## src/hdl/four_pole_ladder_lowpass_core_defines.svh

```systemverilog
// Assertion macros for the ladder low-pass core
`ifndef FOUR_POLE_LADDER_LOWPASS_CORE_DEFINES_SVH
`define FOUR_POLE_LADDER_LOWPASS_CORE_DEFINES_SVH

// same-cycle implication, clocked on clk, off during reset
`define FPLL_ASSERT_IMPL(lbl, ante, cons) \
  lbl: assert property (@(posedge clk) disable iff (!rst_n) (ante) |-> (cons)) \
    else $error("fpll check failed");

// next-cycle implication
`define FPLL_ASSERT_NEXT(lbl, ante, cons) \
  lbl: assert property (@(posedge clk) disable iff (!rst_n) (ante) |=> (cons)) \
    else $error("fpll check failed");

`endif

```

## src/hdl/fpll_pkg.sv

```systemverilog
// Shared types, constants and helpers for the ladder low-pass core
package fpll_pkg;

  localparam int unsigned MUL_AW = 48;
  localparam int unsigned MUL_BW = 34;
  localparam int unsigned MUL_PW = MUL_AW + MUL_BW;
  localparam int unsigned SUM_W  = 56;

  localparam logic [31:0] FREQ_SCALE_RST = 32'd225948;
  localparam logic [15:0] RES_GAIN_RST   = 16'd0;

  localparam logic REG_FREQ_SCALE = 1'b0;
  localparam logic REG_RES_GAIN   = 1'b1;

  localparam logic [20:0] C_015     = 21'd629146;
  localparam logic [20:0] C_035013  = 21'd1468556;
  localparam logic [20:0] C_03      = 21'd1258291;
  localparam logic [23:0] F_MAX     = 24'hFF_FFFF;

  localparam logic signed [32:0] POLE_HI = 33'sh0_7FFF_0000;
  localparam logic signed [32:0] POLE_LO = -33'sh0_8000_0000;
  localparam logic signed [47:0] S48_HI  = 48'sh7FFF_FFFF_FFFF;
  localparam logic signed [47:0] S48_LO  = -48'sh7FFF_FFFF_FFFF - 48'sd1;

  typedef enum logic [1:0] {
    ST_IDLE,
    ST_LOAD,
    ST_MUL,
    ST_FIN
  } state_t;

  typedef enum logic [3:0] {
    STEP_SCALE,
    STEP_F2,
    STEP_F4,
    STEP_DAMP,
    STEP_FB,
    STEP_GAIN,
    STEP_FBACK,
    STEP_INPUT,
    STEP_P1_X,
    STEP_P1_Y,
    STEP_P2_X,
    STEP_P2_Y,
    STEP_P3_X,
    STEP_P3_Y,
    STEP_P4_X,
    STEP_P4_Y
  } step_t;

  function automatic logic signed [32:0] pole_clamp(input logic signed [SUM_W-1:0] v);
    logic signed [32:0] r;
    if (v > SUM_W'(POLE_HI)) begin
      r = POLE_HI;
    end else if (v < SUM_W'(POLE_LO)) begin
      r = POLE_LO;
    end else begin
      r = v[32:0];
    end
    return r;
  endfunction

endpackage

```

## src/hdl/four_pole_ladder_lowpass_core.sv

```systemverilog
// Top level of the four-pole ladder low-pass core
// Each word takes a 16-bit sample and a cutoff in hertz and yields one filtered
// sample. All sixteen products of a word run one after another through a single
// bit-serial multiplier, each after its own load step, and a final step loads the
// result register, which waits while the output is stalled; the next word is
// taken only once the core is back in idle. The user must write freq_scale at
// byte 0 and resonance_gain at byte 4 through the APB port only while idle; the
// core itself does not enforce this.
`include "four_pole_ladder_lowpass_core_defines.svh"

module four_pole_ladder_lowpass_core (
  input  logic               clk,
  input  logic               rst_n,
  input  logic               in_valid,
  output logic               in_stall,
  input  logic signed [15:0] in_audio_in,
  input  logic        [15:0] in_cutoff_hz,
  output logic               out_valid,
  input  logic               out_stall,
  output logic signed [15:0] out_audio_out,
  input  logic               psel,
  input  logic               penable,
  input  logic               pwrite,
  input  logic        [2:0]  paddr,
  input  logic        [31:0] pwdata,
  output logic        [31:0] prdata,
  output logic               pready
);
  import fpll_pkg::*;

  logic [31:0] freq_scale_r;
  logic [15:0] res_gain_r;

  state_t state_r, state_nxt;
  step_t  step_r;

  logic signed [15:0] audio_r;
  logic        [15:0] hz_r;
  logic        [23:0] f_r;
  logic        [25:0] f2_r;
  logic        [29:0] f4_r;
  logic signed [25:0] q_r;
  logic signed [26:0] fb_r;
  logic        [29:0] g_r;
  logic signed [39:0] x_r;
  logic signed [47:0] s_r, prior_r;
  logic signed [SUM_W-1:0] sum_r, sum_nxt;
  logic signed [32:0] pole1_r, pole2_r, pole3_r, pole4_r;
  logic signed [32:0] new1_r, new2_r, new3_r;
  logic signed [25:0] omf;

  logic                     mul_start, mul_done;
  logic signed [MUL_AW-1:0] mul_a;
  logic signed [MUL_BW-1:0] mul_b;
  logic signed [MUL_PW-1:0] mul_p;
  logic signed [SUM_W-1:0]  p_q22;
  logic signed [39:0]       x_nxt;
  logic signed [47:0]       s_nxt;
  logic signed [15:0]       y;
  logic                     out_load, wr_en;

  // configuration
  assign pready = 1'b1;
  assign wr_en  = psel && penable && pwrite;

  always_ff @(posedge clk) begin
    if (!rst_n) begin
      freq_scale_r <= FREQ_SCALE_RST;
      res_gain_r   <= RES_GAIN_RST;
    end else if (wr_en) begin
      unique case (paddr[2])
        REG_FREQ_SCALE: freq_scale_r <= pwdata;
        REG_RES_GAIN:   res_gain_r   <= pwdata[15:0];
        default:        ;
      endcase
    end
  end

  always_comb begin
    unique case (paddr[2])
      REG_FREQ_SCALE: prdata = freq_scale_r;
      REG_RES_GAIN:   prdata = {16'd0, res_gain_r};
      default:        prdata = '0;
    endcase
  end

  // sequencer
  always_comb begin
    state_nxt = state_r;
    unique case (state_r)
      ST_IDLE: if (in_valid) state_nxt = ST_LOAD;
      ST_LOAD: state_nxt = ST_MUL;
      ST_MUL: begin
        if (mul_done) state_nxt = (step_r == STEP_P4_Y) ? ST_FIN : ST_LOAD;
      end
      ST_FIN: if (!out_valid || !out_stall) state_nxt = ST_IDLE;
      default: state_nxt = ST_IDLE;
    endcase
  end

  always_comb begin
    in_stall  = (state_r != ST_IDLE);
    mul_start = (state_r == ST_LOAD);
    out_load  = (state_r == ST_FIN) && (!out_valid || !out_stall);
  end

  always_ff @(posedge clk) begin
    if (!rst_n) begin
      state_r <= ST_IDLE;
      step_r  <= STEP_SCALE;
    end else begin
      state_r <= state_nxt;
      if (state_r == ST_IDLE) begin
        step_r <= STEP_SCALE;
      end else if (state_r == ST_MUL && mul_done && step_r != STEP_P4_Y) begin
        step_r <= step_t'(step_r + 4'd1);
      end
    end
  end

  // operand selection
  assign omf = 26'sd4194304 - $signed({2'b00, f_r});

  always_comb begin
    unique case (step_r)
      STEP_SCALE: begin mul_a = MUL_AW'(freq_scale_r); mul_b = MUL_BW'(hz_r); end
      STEP_F2:    begin mul_a = MUL_AW'(f_r);          mul_b = MUL_BW'(f_r); end
      STEP_F4:    begin mul_a = MUL_AW'(f2_r);         mul_b = MUL_BW'(f2_r); end
      STEP_DAMP:  begin mul_a = MUL_AW'(C_015);        mul_b = MUL_BW'(f2_r); end
      STEP_FB:    begin mul_a = MUL_AW'(q_r);          mul_b = MUL_BW'(res_gain_r); end
      STEP_GAIN:  begin mul_a = MUL_AW'(C_035013);     mul_b = MUL_BW'(f4_r); end
      STEP_FBACK: begin mul_a = MUL_AW'(pole4_r);      mul_b = MUL_BW'(fb_r); end
      STEP_INPUT: begin mul_a = MUL_AW'(x_r);          mul_b = MUL_BW'(g_r); end
      STEP_P1_X:  begin mul_a = prior_r;               mul_b = MUL_BW'(C_03); end
      STEP_P1_Y:  begin mul_a = MUL_AW'(pole1_r);      mul_b = MUL_BW'(omf); end
      STEP_P2_X:  begin mul_a = MUL_AW'(pole1_r);      mul_b = MUL_BW'(C_03); end
      STEP_P2_Y:  begin mul_a = MUL_AW'(pole2_r);      mul_b = MUL_BW'(omf); end
      STEP_P3_X:  begin mul_a = MUL_AW'(pole2_r);      mul_b = MUL_BW'(C_03); end
      STEP_P3_Y:  begin mul_a = MUL_AW'(pole3_r);      mul_b = MUL_BW'(omf); end
      STEP_P4_X:  begin mul_a = MUL_AW'(pole3_r);      mul_b = MUL_BW'(C_03); end
      STEP_P4_Y:  begin mul_a = MUL_AW'(pole4_r);      mul_b = MUL_BW'(omf); end
      default:    begin mul_a = '0;                    mul_b = '0; end
    endcase
  end

  fpll_mul u_mul (
    .clk   (clk),
    .rst_n (rst_n),
    .start (mul_start),
    .a     (mul_a),
    .b     (mul_b),
    .done  (mul_done),
    .p     (mul_p)
  );

  // product post-processing
  assign p_q22   = mul_p[SUM_W+21:22];
  assign sum_nxt = (step_r == STEP_P1_X) ? SUM_W'(s_r) + p_q22 : sum_r + p_q22;
  assign x_nxt   = {{8{audio_r[15]}}, audio_r, 16'd0} - 40'($signed(mul_p[59:22]));

  always_comb begin
    if ((&mul_p[MUL_PW-1:69]) || !(|mul_p[MUL_PW-1:69])) begin
      s_nxt = mul_p[69:22];
    end else begin
      s_nxt = mul_p[MUL_PW-1] ? S48_LO : S48_HI;
    end
  end

  always_ff @(posedge clk) begin
    if (state_r == ST_IDLE && in_valid) begin
      audio_r <= in_audio_in;
      hz_r    <= in_cutoff_hz;
    end
    if (state_r == ST_MUL && mul_done) begin
      unique case (step_r)
        STEP_SCALE: f_r  <= (|mul_p[47:34]) ? F_MAX : mul_p[33:10];
        STEP_F2:    f2_r <= mul_p[47:22];
        STEP_F4:    f4_r <= mul_p[51:22];
        STEP_DAMP:  q_r  <= 26'sd4194304 - $signed({1'b0, mul_p[46:22]});
        STEP_FB:    fb_r <= mul_p[40:14];
        STEP_GAIN:  g_r  <= mul_p[51:22];
        STEP_FBACK: x_r  <= x_nxt;
        STEP_INPUT: s_r  <= s_nxt;
        STEP_P1_X:  sum_r <= sum_nxt;
        STEP_P1_Y:  begin sum_r <= sum_nxt; new1_r <= pole_clamp(sum_nxt); end
        STEP_P2_X:  sum_r <= sum_nxt;
        STEP_P2_Y:  begin sum_r <= sum_nxt; new2_r <= pole_clamp(sum_nxt); end
        STEP_P3_X:  sum_r <= sum_nxt;
        STEP_P3_Y:  begin sum_r <= sum_nxt; new3_r <= pole_clamp(sum_nxt); end
        STEP_P4_X:  sum_r <= sum_nxt;
        STEP_P4_Y:  sum_r <= sum_nxt;
        default:    ;
      endcase
    end
  end

  // filter state
  always_ff @(posedge clk) begin
    if (!rst_n) begin
      pole1_r <= '0;
      pole2_r <= '0;
      pole3_r <= '0;
      pole4_r <= '0;
      prior_r <= '0;
    end else if (state_r == ST_MUL && mul_done && step_r == STEP_P4_Y) begin
      pole1_r <= new1_r;
      pole2_r <= new2_r;
      pole3_r <= new3_r;
      pole4_r <= pole_clamp(sum_nxt);
      prior_r <= s_r;
    end
  end

  // truncate toward zero
  assign y = pole4_r[31:16] + {15'd0, pole4_r[32] && (|pole4_r[15:0])};

  always_ff @(posedge clk) begin
    if (!rst_n) begin
      out_valid <= 1'b0;
    end else if (out_load) begin
      out_valid <= 1'b1;
    end else if (!out_stall) begin
      out_valid <= 1'b0;
    end
  end

  always_ff @(posedge clk) begin
    if (out_load) out_audio_out <= y;
  end

  `FPLL_ASSERT_NEXT(a_accept_loads, in_valid && !in_stall,
                    state_r == ST_LOAD && step_r == STEP_SCALE)
  `FPLL_ASSERT_IMPL(a_done_in_mul, mul_done, state_r == ST_MUL)
  `FPLL_ASSERT_IMPL(a_out_from_fin, $rose(out_valid), $past(state_r) == ST_FIN)

endmodule

```

## src/hdl/fpll_mul.sv

```systemverilog
// Bit-serial signed shift-add multiplier, one multiplier bit per cycle
module fpll_mul (
  input  logic                                  clk,
  input  logic                                  rst_n,
  input  logic                                  start,
  input  logic signed [fpll_pkg::MUL_AW-1:0]    a,
  input  logic signed [fpll_pkg::MUL_BW-1:0]    b,
  output logic                                  done,
  output logic signed [fpll_pkg::MUL_PW-1:0]    p
);
  import fpll_pkg::*;

  localparam int unsigned CW = $clog2(MUL_BW);

  logic signed [MUL_PW-1:0] a_sh_r, acc_r;
  logic signed [MUL_BW-1:0] b_r;
  logic [CW-1:0]            cnt_r;
  logic                     busy_r, done_r;
  logic                     last;

  assign last = (cnt_r == CW'(MUL_BW - 1));

  always_ff @(posedge clk) begin
    if (start) begin
      a_sh_r <= MUL_PW'(a);
      b_r    <= b;
      acc_r  <= '0;
    end else if (busy_r) begin
      if (b_r[0]) begin
        acc_r <= last ? acc_r - a_sh_r : acc_r + a_sh_r;
      end
      a_sh_r <= a_sh_r <<< 1;
      b_r    <= b_r >>> 1;
    end
  end

  always_ff @(posedge clk) begin
    if (!rst_n) begin
      busy_r <= 1'b0;
      done_r <= 1'b0;
      cnt_r  <= '0;
    end else if (start) begin
      busy_r <= 1'b1;
      done_r <= 1'b0;
      cnt_r  <= '0;
    end else if (busy_r) begin
      cnt_r <= cnt_r + CW'(1);
      if (last) begin
        busy_r <= 1'b0;
        done_r <= 1'b1;
      end
    end else begin
      done_r <= 1'b0;
    end
  end

  assign done = done_r;
  assign p    = acc_r;

endmodule

```

## config.mk

```make
export PLATFORM = sky130hd
export DESIGN_NAME = four_pole_ladder_lowpass_core
export DESIGN_NICKNAME = d
export VERILOG_FILES = /design/src/hdl/fpll_pkg.sv /design/src/hdl/four_pole_ladder_lowpass_core.sv /design/src/hdl/fpll_mul.sv
export VERILOG_INCLUDE_DIRS = /design/src /design/src/hdl
export SDC_FILE = /design/constraint.sdc
export NUM_CORES = 2
export LEC_CHECK = 0
export BUFFER_PORTS_ARGS = -buffer_cell sky130_fd_sc_hd__buf_4
export CORE_MARGIN = 2
export CORE_UTILIZATION = 50
export DETAILED_ROUTE_END_ITERATION = 7
export PLACE_DENSITY_LB_ADDON = 0.12
export SKIP_LAST_GASP = 1
export SYNTH_ARGS = -nofsm -noshare
export SYNTH_HDL_FRONTEND = slang
export SYNTH_SLANG_ARGS = --single-unit
```

## constraint.sdc

```tcl
create_clock -name clk -period 7.4 [get_ports clk]
set_clock_uncertainty 0.15 [all_clocks]
set_input_delay 1.11 -clock clk [delete_from_list [all_inputs] [get_ports clk]]
set_output_delay 1.11 -clock clk [all_outputs]
set_load 0.03 [all_outputs]
```

**After elaboration in Yosys (flattened, before gate mapping)**

Cells that the tools add are included.

- Output and inout bits: 51
- Bits of input ports: 74
- Bits in registers: 895
- Word-level logic and storage cells: 142

- $lt $le $gt $ge: 2
- Reductions and logical operators: 48
- Eq/ne operators: 24
- Bitwise gates (word level): 3
- Muxes and demuxes: 23
- Add/subtract/negate cells: 10

Operators by type and width:

| cell | count |
|---|---|
| one-hot mux 48 bit (12 select lines) | 1 |
| one-hot mux 34 bit (9 select lines) | 1 |
| two-way mux 82 bit | 3 |
| two-way mux 33 bit | 3 |
| two-way mux 48 bit | 2 |
| adder 82 bit | 1 |
| subtractor 82 bit | 1 |
| one-hot mux 32 bit (2 select lines) | 1 |
| adder 48 x 56 -> 56 bit | 1 |
| adder 56 bit | 1 |
| greater-than comparator 56 x 32 -> 1 bit (second input constant) | 1 |
| less-than comparator 56 x 32 -> 1 bit (second input constant) | 1 |
| two-way mux 56 bit | 1 |
| subtractor 32 x 38 -> 39 bit | 1 |
| two-way mux 34 bit | 1 |
| equality test 4 bit (second input constant) | 8 |
| AND reduction 2 bit | 15 |
| subtractor 23 x 25 -> 26 bit (first input constant) | 1 |
| subtractor 23 x 24 -> 25 bit (first input constant) | 1 |
| adder 16 x 1 -> 16 bit | 1 |
| equality test 4 x 3 -> 1 bit (second input constant) | 4 |
| OR reduction 16 bit | 1 |
| OR reduction 14 bit | 1 |
| OR reduction 2 bit | 7 |
| other kinds (26) | 51 |

**Longest topological paths before layout**

- Word-level depth: 5
- Depth in mapped cells: 27
- Gate-level depth less buffers: 25

**Cells and area by module**

From an unflattened synthesis, not the netlist that was laid out.

- Cell total of the unflattened synthesis: 5200
- Area, all modules: 49387.4 µm²

Modules (own cells, without submodules):

| module | cells an instance | times used | seq. area each (µm²) | area each (µm²) |
|---|---|---|---|---|
| four_pole_ladder_lowpass_core | 3480 | 1 | 18307.6 | 34657.0 |
| fpll_mul | 1720 | 1 | 5285.1 | 14730.4 |

**Worst setup path before layout**

OpenSTA, ideal clock, no wires.

- Path type: register to register
- Start point: register u_mul.a_sh_r[0]
- End point: register u_mul.acc_r[81], in the netlist u_mul.p[81]
- Stages on the path, launching flop included: 27
- Setup slack: 1.555 ns
- Required time: 7.180 ns
- Data arrival time: 5.625 ns
- Cells stage by stage: edfxtp_1 inv_1 ha_1 nand3b_1 or2_2 nor3_1 and2_0 clkbuf_1 nand3_1 nor3_1 and3_1 a21oi_1 xnor2_1 ha_1 clkbuf_1 a21o_1 a21o_1 a32o_1 or4b_2 a211oi_1 a211o_1 a21oi_1 a211oi_1 o2111ai_1 xnor2_1 or3_1 a21oi_1

- Word-level cells in the longest chain between the ends: 2
- Elaborated cells between the ends (all ways): 3
- Those cells by class: 2 x add/sub; 1 x mux

Ends and longest elaborated chain:

| element | line | RTL |
|---|---|---|
| start, declared | fpll_mul.sv:15 | `logic signed [MUL_PW-1:0] a_sh_r, acc_r;` |
| start signal, assigned | fpll_mul.sv:25 | `a_sh_r <= MUL_PW'(a);` |
| start signal, assigned | fpll_mul.sv:32 | `a_sh_r <= a_sh_r <<< 1;` |
| adder 82 bit / subtractor 82 bit (equally long branches) | fpll_mul.sv:30 | `acc_r <= last ? acc_r - a_sh_r : acc_r + a_sh_r;` |
| two-way mux 82 bit (*) | fpll_mul.sv:30 |  |
| end signal, assigned | fpll_mul.sv:30 |  |
| end, declared | fpll_mul.sv:15 |  |

Every way passes the cells marked *; elsewhere a longest branch is shown, timed or not.
A chain may end at the register's enable or synchronous reset.

**Worst setup path after layout**

Ends and elaborated chain as after synthesis.

==> metrics.csv <==
metric,value,unit
internal-power,10.38,mW
post-dp-hpwl,124.2,mm
ys_ff_latch,894,
netlist-cell-type-count,97,
ir_worst_vdd,300.9,uV
synth_edf_count,569,
htree_num_levels,3,
yosysSeqAreaShare,49.33,%
rsz0062_at_grt,false,
synthesis.nets,5297,
syn2layout_area_growth,11.65,%
boundaryPins,125,
dp_slack,0.6636,ns
wl_per_cell,26.57,microns
cts_sinks,894,
clockPowerShare,30.8,%
die_area,98140,sq um
syn_inst,5052,
grt_overflow,0,
finalHoldViolCount,0,
power_density,299.2,nW/um^2
critPathLaunchType,flip-flop,
maxCapViolCount,0,
vias,40130,
endpoint_kind,flip-flop,
hold_class,flip-flop to flip-flop,
fp.dieH,313.3,microns
cts_tree,yes,
gp_congestion,0.9913,
synthArstFlopShare,0,%
wl,170.9,mm
cts-buffers-inserted,98,
worstSetupPathType,flip-flop to flip-flop,
clock.fmax,0.1467,GHz
clk_path_buf_depth,3,
tns,0,ns
p_sw_share,35.03,%
pwr-share-seq,39.0,%
power_switching,5.595,mW
arrival,7.29,ns
grt_pass1_vias,37350,
cts-root-buf,clkbuf_16,
vias_per_cell,6.240,
die_w,313.3,microns
slew_violations,0,
max_slew_margin,15.44,%
synth_most_common_cell,nand2_1,
grt_pass1_wl,248.3,mm
status,completed,
final.fill_count,8536,
synth_warnings,0,
clk_latency,0.71,ns
io_buffer_count,121,
antenna_found_initial,1,
rows,113,
grt_max_degree,109,
synth_top_area_cell,edfxtp_1,
synth_common_cells,"1026 x nand2_1, 569 x edfxtp_1, 330 x a21oi_1",
synth_area_per_cell,9.467,sq um
r2r_setup_slack,0.58,ns
initialDrtViolationCount,4418,
period_share,92.13,%
total_power,15.98,mW
pwr-share-comb,30.2,%
drc,0,
ant_nets,0,
tightestPinTransition,1.264,ns
syn-cell-area,47830,sq um
fin_nets,5328,
dr.pass1.iters,7,
synth_top_area_share,35.73,%
grt_util_all_layers,34.01,%
synth.area.top_cells,"edfxtp_1 36%, dfxtp_1 14%, nand2_1 8.1%",
coreArea,94870,sq um
num_antenna_cells,0,
worstPathMaxFanout,9,
start_util,50.41,%
crit_required,7.87,ns
post-route-cell-area,53400,sq um
dominantRegCellSynth,edfxtp_1,
period_needed,6.818,ns
dpl-instance-area,50190,sq um
setup_viol,0,
p_leak,19.92,nW
clkTransAtPathRegs,0.06,ns
hold_buffers,0,
holdWs,0.3064,ns
drive_gt1_share,9.642,%
setup_ws,0.5824,ns
## per-layer routing
layer  global-route usage (%)  up-vias  part of all wire, %
met5                        0        -                    0
met4                    22.80        0                  7.7
met3                    4.459      386                  7.1
met2                    53.11     1804                   45
met1                    44.38    19430                   40
li1                         -    18500                    -
## worst max-delay path, cell delays in order, from the launching register on
cell       delay, ns
edfxtp_1        0.45
inv_1           0.14
ha_1            0.21
nand3b_1        0.11
or2_2           0.36
nor3_1          0.20
buf_4           0.16
and2_1          0.28
nand3_1         0.19
nor3_1          0.20
buf_4           0.17
and3_1          0.30
nand3_1         0.16
nand2_1         0.12
xor2_1          0.14
ha_1            0.33
and3_1          0.22
a32o_1          0.24
or4b_2          0.69
a211oi_1        0.43
a211o_1         0.26
a21oi_1         0.08
a211oi_1        0.21
buf_4           0.16
o2111ai_1       0.14
xnor2_1         0.16
or3_1           0.31
a21oi_1         0.14
## power by group through the flow
stage               Sequential, mW  Clock (mW)  Combinational, mW
floorplan                     6.18           0               3.17
finish                        6.23        4.92               4.82
global placement              6.33           0               4.65
CTS                           6.23        4.97               4.72
detailed placement            6.33           0               4.69
global route                  6.24        5.15               5.21
## state kept, by name (all words and copies together), names as in the netlist, 34 cells and up
register,count
u_mul.a_sh_r,82
u_mul.p,82
sum_r,56
prior_r,48
s_r,48
x_r,39
u_mul.b_r,34
## layout make-up
type                    instances  area [sq um]  share of cell area (%)
clock buffers                 143          2805                   5.253
clock inverters                39         406.6                  0.7615
inverters                     122         460.4                  0.8623
multi-input cells            3725         22690                   42.50
flip-flops and latches        894         23590                   44.18
well taps                    1265          1583                   2.964
repair buffers                242          1858                   3.480
## final timing paths
path	cells after the start	startpoint	end
max	27	u_mul.a_sh_r[0]	u_mul.p[81]
min	2	u_mul.p[49]	u_mul.p[49]
min reg2reg	2	u_mul.p[49]	u_mul.p[49]
max reg2reg	27	u_mul.a_sh_r[0]	u_mul.p[81]
## cell families (layout without fill, tap and decap cells)
logic type      count (synthesis)  count (layout)  synth area share, %
mux                            22              22               0.5023
flops                         894             894                49.33
simple gates                 1869            1869                17.48
compound gates               1401            1401                19.83
fa+ha+maj                     171             171                4.505
other cells                     1               1             0.007841
buf+inv                       433             546                3.537
xor+xnor                      261             261                4.811
## repair_timing
action,4_1_cts,5_1_grt
buffers inserted,0,0
setup endpoints to repair,0,1
gates resized for setup,0,1
## cell usage in the layout (no fill, tap or decap), types with 27 or more instances in the layout
cell       instances
and3_1            43
o21ai_0          222
nor3_1            82
o21a_1            28
a221oi_1          70
nand4_1           86
or2_2             34
a21oi_1          327
nor2_1           253
buf_4            238
a21boi_0         196
nor4_1            34
nand2_1         1024
o31ai_1           34
a31oi_1           44
a22oi_1           60
clkbuf_16        101
xnor2_1          161
xor2_1            98
edfxtp_1         569
o211ai_1          27
a211oi_1          33
nor2b_1           35
a21o_1           125
inv_1            121
ha_1             169
a22o_1            39
and2_1            30
clkbuf_1          30
nand3_1          123
a222oi_1          39
dfxtp_1          325
## per-stage QoR
stage / utilization (%) / std cells
global placement: 52.90 / 6248
floorplan: - / 5052
CTS: 56.29 / 6430
global route: 56.29 / 6430
finish: 56.29 / 6430
detailed placement: 52.90 / 6248
Note: power is estimated with default switching activity, not from simulation.
